<file path="src/hdl/vib_pkg.sv">
// ----------------------------------------------------------------------------
// vib_pkg
// shared types, codes and sizes of the vertex index batcher
// ----------------------------------------------------------------------------
package vib_pkg;

  localparam int unsigned VB_DEPTH  = 1024;
  localparam int unsigned MAX_POLY  = 8;
  localparam int unsigned IDX_LIMIT = VB_DEPTH * 6;

  localparam int unsigned CMD_W    = 2;
  localparam int unsigned STATE_W  = 32;
  localparam int unsigned PV_W     = 4;
  localparam int unsigned ID_W     = 12;
  localparam int unsigned HANDLE_W = 32;
  localparam int unsigned MESH_W   = 13;
  localparam int unsigned KIND_W   = 2;
  localparam int unsigned SLOT_W   = 10;
  localparam int unsigned CAP_W    = 11;
  localparam int unsigned IDX_W    = 13;
  localparam int unsigned EPOCH_W  = 8;

  localparam logic [CAP_W-1:0] CAP_RESET = 11'd1024;
  localparam logic [PV_W-1:0]  POS_MAX   = 4'hF;

  localparam logic [CMD_W-1:0] CMD_VERTEX = 2'd0;
  localparam logic [CMD_W-1:0] CMD_MESH   = 2'd1;
  localparam logic [CMD_W-1:0] CMD_FLUSH  = 2'd2;

  localparam logic [KIND_W-1:0] KIND_INDEX  = 2'd0;
  localparam logic [KIND_W-1:0] KIND_VERTEX = 2'd1;
  localparam logic [KIND_W-1:0] KIND_DRAW   = 2'd2;

  typedef struct packed {
    logic [CMD_W-1:0]    cmd;
    logic [STATE_W-1:0]  render_state;
    logic                first_in_polygon;
    logic [PV_W-1:0]     poly_vertices;
    logic                in_table;
    logic [ID_W-1:0]     vertex_id;
    logic [HANDLE_W-1:0] vertex_handle;
    logic [MESH_W-1:0]   mesh_vertices;
  } in_t;

  typedef struct packed {
    logic [KIND_W-1:0]   kind;
    logic [SLOT_W-1:0]   slot;
    logic [HANDLE_W-1:0] handle_out;
    logic [CAP_W-1:0]    batch_vertex_count;
    logic [IDX_W-1:0]    batch_index_count;
    logic [STATE_W-1:0]  batch_state;
    logic                last;
  } out_t;

  typedef enum logic [1:0] {
    EMIT_NONE,
    EMIT_DRAW,
    EMIT_VERT,
    EMIT_IDX
  } emit_sel_e;

  typedef struct packed {
    logic      accept;
    logic      check_go;
    logic      rd_en;
    logic      place;
    logic      clear_step;
    emit_sel_e emit;
  } dp_cmd_t;

  typedef struct packed {
    logic draw_needed;
    logic clear_after;
    logic is_vertex;
    logic vert_pend;
    logic idx_more;
    logic idx_last;
    logic out_free;
    logic clear_last;
  } dp_status_t;

endpackage

</file>
<file path="src/hdl/vib_ctrl.sv">
// ----------------------------------------------------------------------------
// vib_ctrl
// sequencer: steps each input word through check, draw, table lookup and the
// serial emission of its result words
// ----------------------------------------------------------------------------
module vib_ctrl (
  input  logic                clk_i,
  input  logic                rst_ni,
  input  logic                in_valid_i,
  output logic                in_ready_o,
  input  vib_pkg::dp_status_t status_i,
  output vib_pkg::dp_cmd_t    cmd_o
);
  import vib_pkg::*;

  typedef enum logic [2:0] {
    S_CLEAR,
    S_IDLE,
    S_CHECK,
    S_DRAW,
    S_READ,
    S_PLACE,
    S_VERT,
    S_IDX
  } state_e;

  state_e state_q, state_d;
  logic   pending_q, pending_d;

  always_comb begin
    cmd_o      = '0;
    cmd_o.emit = EMIT_NONE;
    state_d    = state_q;
    pending_d  = pending_q;
    case (state_q)
      S_CLEAR: begin
        cmd_o.clear_step = 1'b1;
        if (status_i.clear_last) begin
          state_d   = pending_q ? S_READ : S_IDLE;
          pending_d = 1'b0;
        end
      end
      S_IDLE: begin
        if (in_valid_i) begin
          cmd_o.accept = 1'b1;
          state_d      = S_CHECK;
        end
      end
      S_CHECK: begin
        cmd_o.rd_en = 1'b1;
        if (status_i.draw_needed) begin
          state_d = S_DRAW;
        end else begin
          cmd_o.check_go = 1'b1;
          if (status_i.clear_after) begin
            state_d = S_CLEAR;
          end else if (status_i.is_vertex) begin
            state_d = S_PLACE;
          end else begin
            state_d = S_IDLE;
          end
        end
      end
      S_DRAW: begin
        if (status_i.out_free) begin
          cmd_o.emit     = EMIT_DRAW;
          cmd_o.check_go = 1'b1;
          if (status_i.clear_after) begin
            // table epoch wrapped: sweep before the lookup
            state_d   = S_CLEAR;
            pending_d = status_i.is_vertex;
          end else if (status_i.is_vertex) begin
            state_d = S_READ;
          end else begin
            state_d = S_IDLE;
          end
        end
      end
      S_READ: begin
        cmd_o.rd_en = 1'b1;
        state_d     = S_PLACE;
      end
      S_PLACE: begin
        cmd_o.place = 1'b1;
        state_d     = S_VERT;
      end
      S_VERT: begin
        if (!status_i.vert_pend) begin
          state_d = S_IDX;
        end else if (status_i.out_free) begin
          cmd_o.emit = EMIT_VERT;
          state_d    = S_IDX;
        end
      end
      S_IDX: begin
        if (!status_i.idx_more) begin
          state_d = S_IDLE;
        end else if (status_i.out_free) begin
          cmd_o.emit = EMIT_IDX;
          if (status_i.idx_last) begin
            state_d = S_IDLE;
          end
        end
      end
      default: begin
        state_d = S_IDLE;
      end
    endcase
  end

  always_ff @(posedge clk_i or negedge rst_ni) begin
    if (!rst_ni) begin
      state_q   <= S_CLEAR;
      pending_q <= 1'b0;
    end else begin
      state_q   <= state_d;
      pending_q <= pending_d;
    end
  end

  assign in_ready_o = (state_q == S_IDLE);

endmodule

</file>
<file path="config.mk">
export PLATFORM = sky130hd
export DESIGN_NAME = vib_ctrl
export DESIGN_NICKNAME = d
export VERILOG_FILES = /design/src/hdl/vib_pkg.sv /design/src/hdl/vib_ctrl.sv
export SDC_FILE = /design/constraint.sdc
export NUM_CORES = 1
export LEC_CHECK = 0
export CORE_AREA = 2 2 39 41
export CTS_CLUSTER_SIZE = 14
export DETAILED_ROUTE_END_ITERATION = 6
export DIE_AREA = 0 0 41 43
export DONT_BUFFER_PORTS = 1
export PLACE_DENSITY_LB_ADDON = 0.12
export SLEW_MARGIN = 25
export SYNTH_ARGS = -nofsm -noshare
export SYNTH_HDL_FRONTEND = slang
export SYNTH_SLANG_ARGS = --single-unit
</file>
<file path="constraint.sdc">
create_clock -name clk_i -period 1.7 [get_ports clk_i]
set_input_delay 0.34 -clock clk_i [delete_from_list [all_inputs] [get_ports clk_i]]
set_output_delay 0.34 -clock clk_i [all_outputs]
set_load 0.005 [all_outputs]
</file>
==> results by group <==
Run status
  • Status: complete, no violations

Power
  • Leakage: 0.186 nW
  • Power, Total: 0.000818 W
  • Pwr dens: 1760 nW/um^2
  • Worst vdd ir: 0.498 mV

Floorplan
  • Starting Density: 0.307
  • Top-level I/O count: 19
  • Row Count: 14
  • Chip width: 41 um
  • Die area: 1760 sq um
  • Die H: 43 um
  • Core Region: 1380 sq um

Clock network
  • CTS H-Tree Depth: 1
  • CTS tree: built
  • Clock tree buffer depth: 2
  • CTS sink count: 4
  • Clk Latency, worst-skew pair: 0.25 ns
  • Root Driver: clkbuf_4
  • CTS buffer count: 3
  • Clock transition at path regs: 0.04 ns

Worst setup path
  • Setup crit end kind: output port
  • Slowest cell on the critical path: dfrtp_1
  • Max incr delay on CP: 0.48 ns
  • Crit-path cells: buf_4 > nor2_1 > and3_1
  • WS Path Type: reg -> out
  • Data required time of the worst path: 1.36 ns
  • Critical-path maximum fanout: 10
  • Crit path arrival time: 1.26 ns
  • CP startpoint kind: flip-flop

STA
  • Final Cycle Share: 0.939
  • Unrepaired setup endpoints after global routing: false
  • Final hold vios: 0
  • Clk_skew: 0.00818 ns
  • Max Clk Rate: 626 MHz
  • Slew Viols, Final: 0
  • Slew @ Worst Pin: 0.363 ns
  • # setup viols final: 0
  • Relative slew slack: 0.758
  • Tmin final: 1.60 ns
  • TNS Setup: 0 ns

Global route
  • Initial antenna violation count: 0
  • GRT overflow: 0
  • First-pass GRT wire length: 1840 um
  • Largest net degree at the start of global routing: 12
  • Vias in the first global route: 402
  • GRT Total Usage: 0.156

Synth
  • FF+latch count, synth: 4
  • Synthesized netlist cell count: 54
  • Post-Syn Nets: 65
  • Cell Area, Synth: 424 sq um
  • Cell variety after synth: 28
  • Synth warn: 0
  • Post-Syn Area per Cell: 7.85 sq um
  • Sequential cell area fraction in the yosys report: 0.236

Detailed routing
  • Iter 0 DRT Violations: 15
  • DR pass1 iterations: 4
  • Met2 wire length: 499 um
  • Routed len/inst: 15.3 um
  • Met1 WL: 512 um
  • WL met3: 57 um
  • Vias per cell: 5.71
  • DR top layer: met4
  • Routed vias: 411
  • # DRC: 0
  • WL final: 1100 um
  • Post-route ant nets: 0

Finish
  • Nets: 69
  • Cell Count, Final, Fillers Out: 72
  • Share of cells above drive strength 1: 0.196
  • P&R area growth vs syn: 9.44%
  • # diodes: 0
  • Commonest cells after routing, fill and taps aside: nor2_1 (5), nand2_1 (5), o21ai_0 (4), mux2i_1 (4)

Placement
  • RePlAce Congestion: 0.819
  • Placed insts: 68
  • Hpwl dp: 827 um
  • Number of port buffers: 0

Min path
  • Hold Crit Class: in -> reg

Run
  • Max Cap Viol: 0
[flip-flops by register name (all words and copies together) (netlist names)]
register and cells:
state_q 3, pending_q 1
[routing by layer]
| metal | global-route usage | vias to the layer above |
|---|---|---|
| li1 | - | 208 |
| met1 | 0.218 | 184 |
| met2 | 0.197 | 15 |
| met4 | 0.120 | 0 |
| met3 | 0.0366 | 4 |
| met5 | 0 | - |
[synth_stat cells]
cell / count / area, sq um
xnor2_1: 1 / 8.76
a2bb2oi_1: 1 / 8.76
inv_1: 2 / 7.51
buf_4: 2 / 15.0
inv_2: 1 / 3.75
o2bb2ai_1: 1 / 8.76
nand2b_1: 1 / 6.26
nor3_2: 2 / 20.0
mux2i_1: 4 / 40.0
nor4_2: 1 / 12.5
o21ai_0: 4 / 20.0
nor4_1: 1 / 6.26
a32oi_1: 1 / 8.76
o31ai_1: 1 / 7.51
a31o_1: 1 / 8.76
a21oi_1: 3 / 15.0
and3_1: 2 / 12.5
nand2_1: 5 / 18.8
o211ai_1: 1 / 7.51
nand3_1: 2 / 10.0
buf_6: 1 / 11.3
buf_2: 2 / 10.0
nor2_1: 5 / 18.8
dfrtp_1: 4 / 100
a222oi_1: 1 / 10.0
nor4bb_1: 1 / 10.0
nor3_1: 2 / 10.0
nor3b_1: 1 / 7.51
[cell type report]
class	count	area, sq um
Clock buffer	3	22.5
Fill cell	144	920
Inverter	3	11.3
Multi-Input combinational cell	42	277
Sequential cell	4	101
Tap cell	16	20.0
Timing Repair Buffer	4	32.5
[through the flow]
step | worst slack, ns | area, sq um | utilization | hold slack [ns]
after floorplan | 0.404 | 424 | - | 0.0444
after global placement | 0.207 | 430 | 0.311 | 0.0445
after detailed placement | 0.213 | 430 | 0.311 | 0.0445
after CTS | 0.0329 | 463 | 0.335 | 0.253
after global routing | 0.0358 | 464 | 0.335 | 0.267
final | 0.103 | 464 | 0.335 | 0.257
[worst max-delay path: cells and delay by family (launching register included)]
kind | cells | cell delay, ns
flops | 1 | 0.48
simple gates | 2 | 0.32
buf+inv | 1 | 0.22
[power breakdown]
group	switching (W)	internal, W	total, W
Sequential	0.0000958	0.000136	0.000232
Clock	0.0000495	0.0000797	0.000129
Combinational	0.000242	0.000216	0.000458
Total	0.000387	0.000431	0.000818
[what timing repair did]
action,4_1_cts,5_1_grt
gates resized for setup,0,1
buffers inserted,0,0
setup endpoints to repair,0,2
endpoints found under the hold margin,4,0
hold buffers,1,0
[logic make-up (layout without fill, tap and decap cells)]
kind of cell	after synthesis	in the layout	synth area share
AND/OR/NAND/NOR	23	23	0.313
flip-flops	4	4	0.236
XOR/XNOR	1	1	0.0207
multiplexers	4	4	0.0944
AO/OA/AOI/OAI	14	14	0.224
buffers and inverters	8	10	0.112
[worst paths after layout]
check	slack, ns	startpoint	endpoint	cells past startpoint
max	0.10	state_q[1]$_DFFE_PN0P_	cmd_o[6]	3
min	0.26	status_i[5]	pending_q$_DFFE_PN0P_	2
max reg2reg	0.25	state_q[1]$_DFFE_PN0P_	state_q[2]$_DFFE_PN0P_	4
min reg2reg	0.57	pending_q$_DFFE_PN0P_	pending_q$_DFFE_PN0P_	2
max in group asynchronous	1.11	rst_ni	state_q[0]$_DFFE_PN0P_	1
min in group asynchronous	0.38	rst_ni	state_q[2]$_DFFE_PN0P_	1
Power figures use the tool's default switching activity.
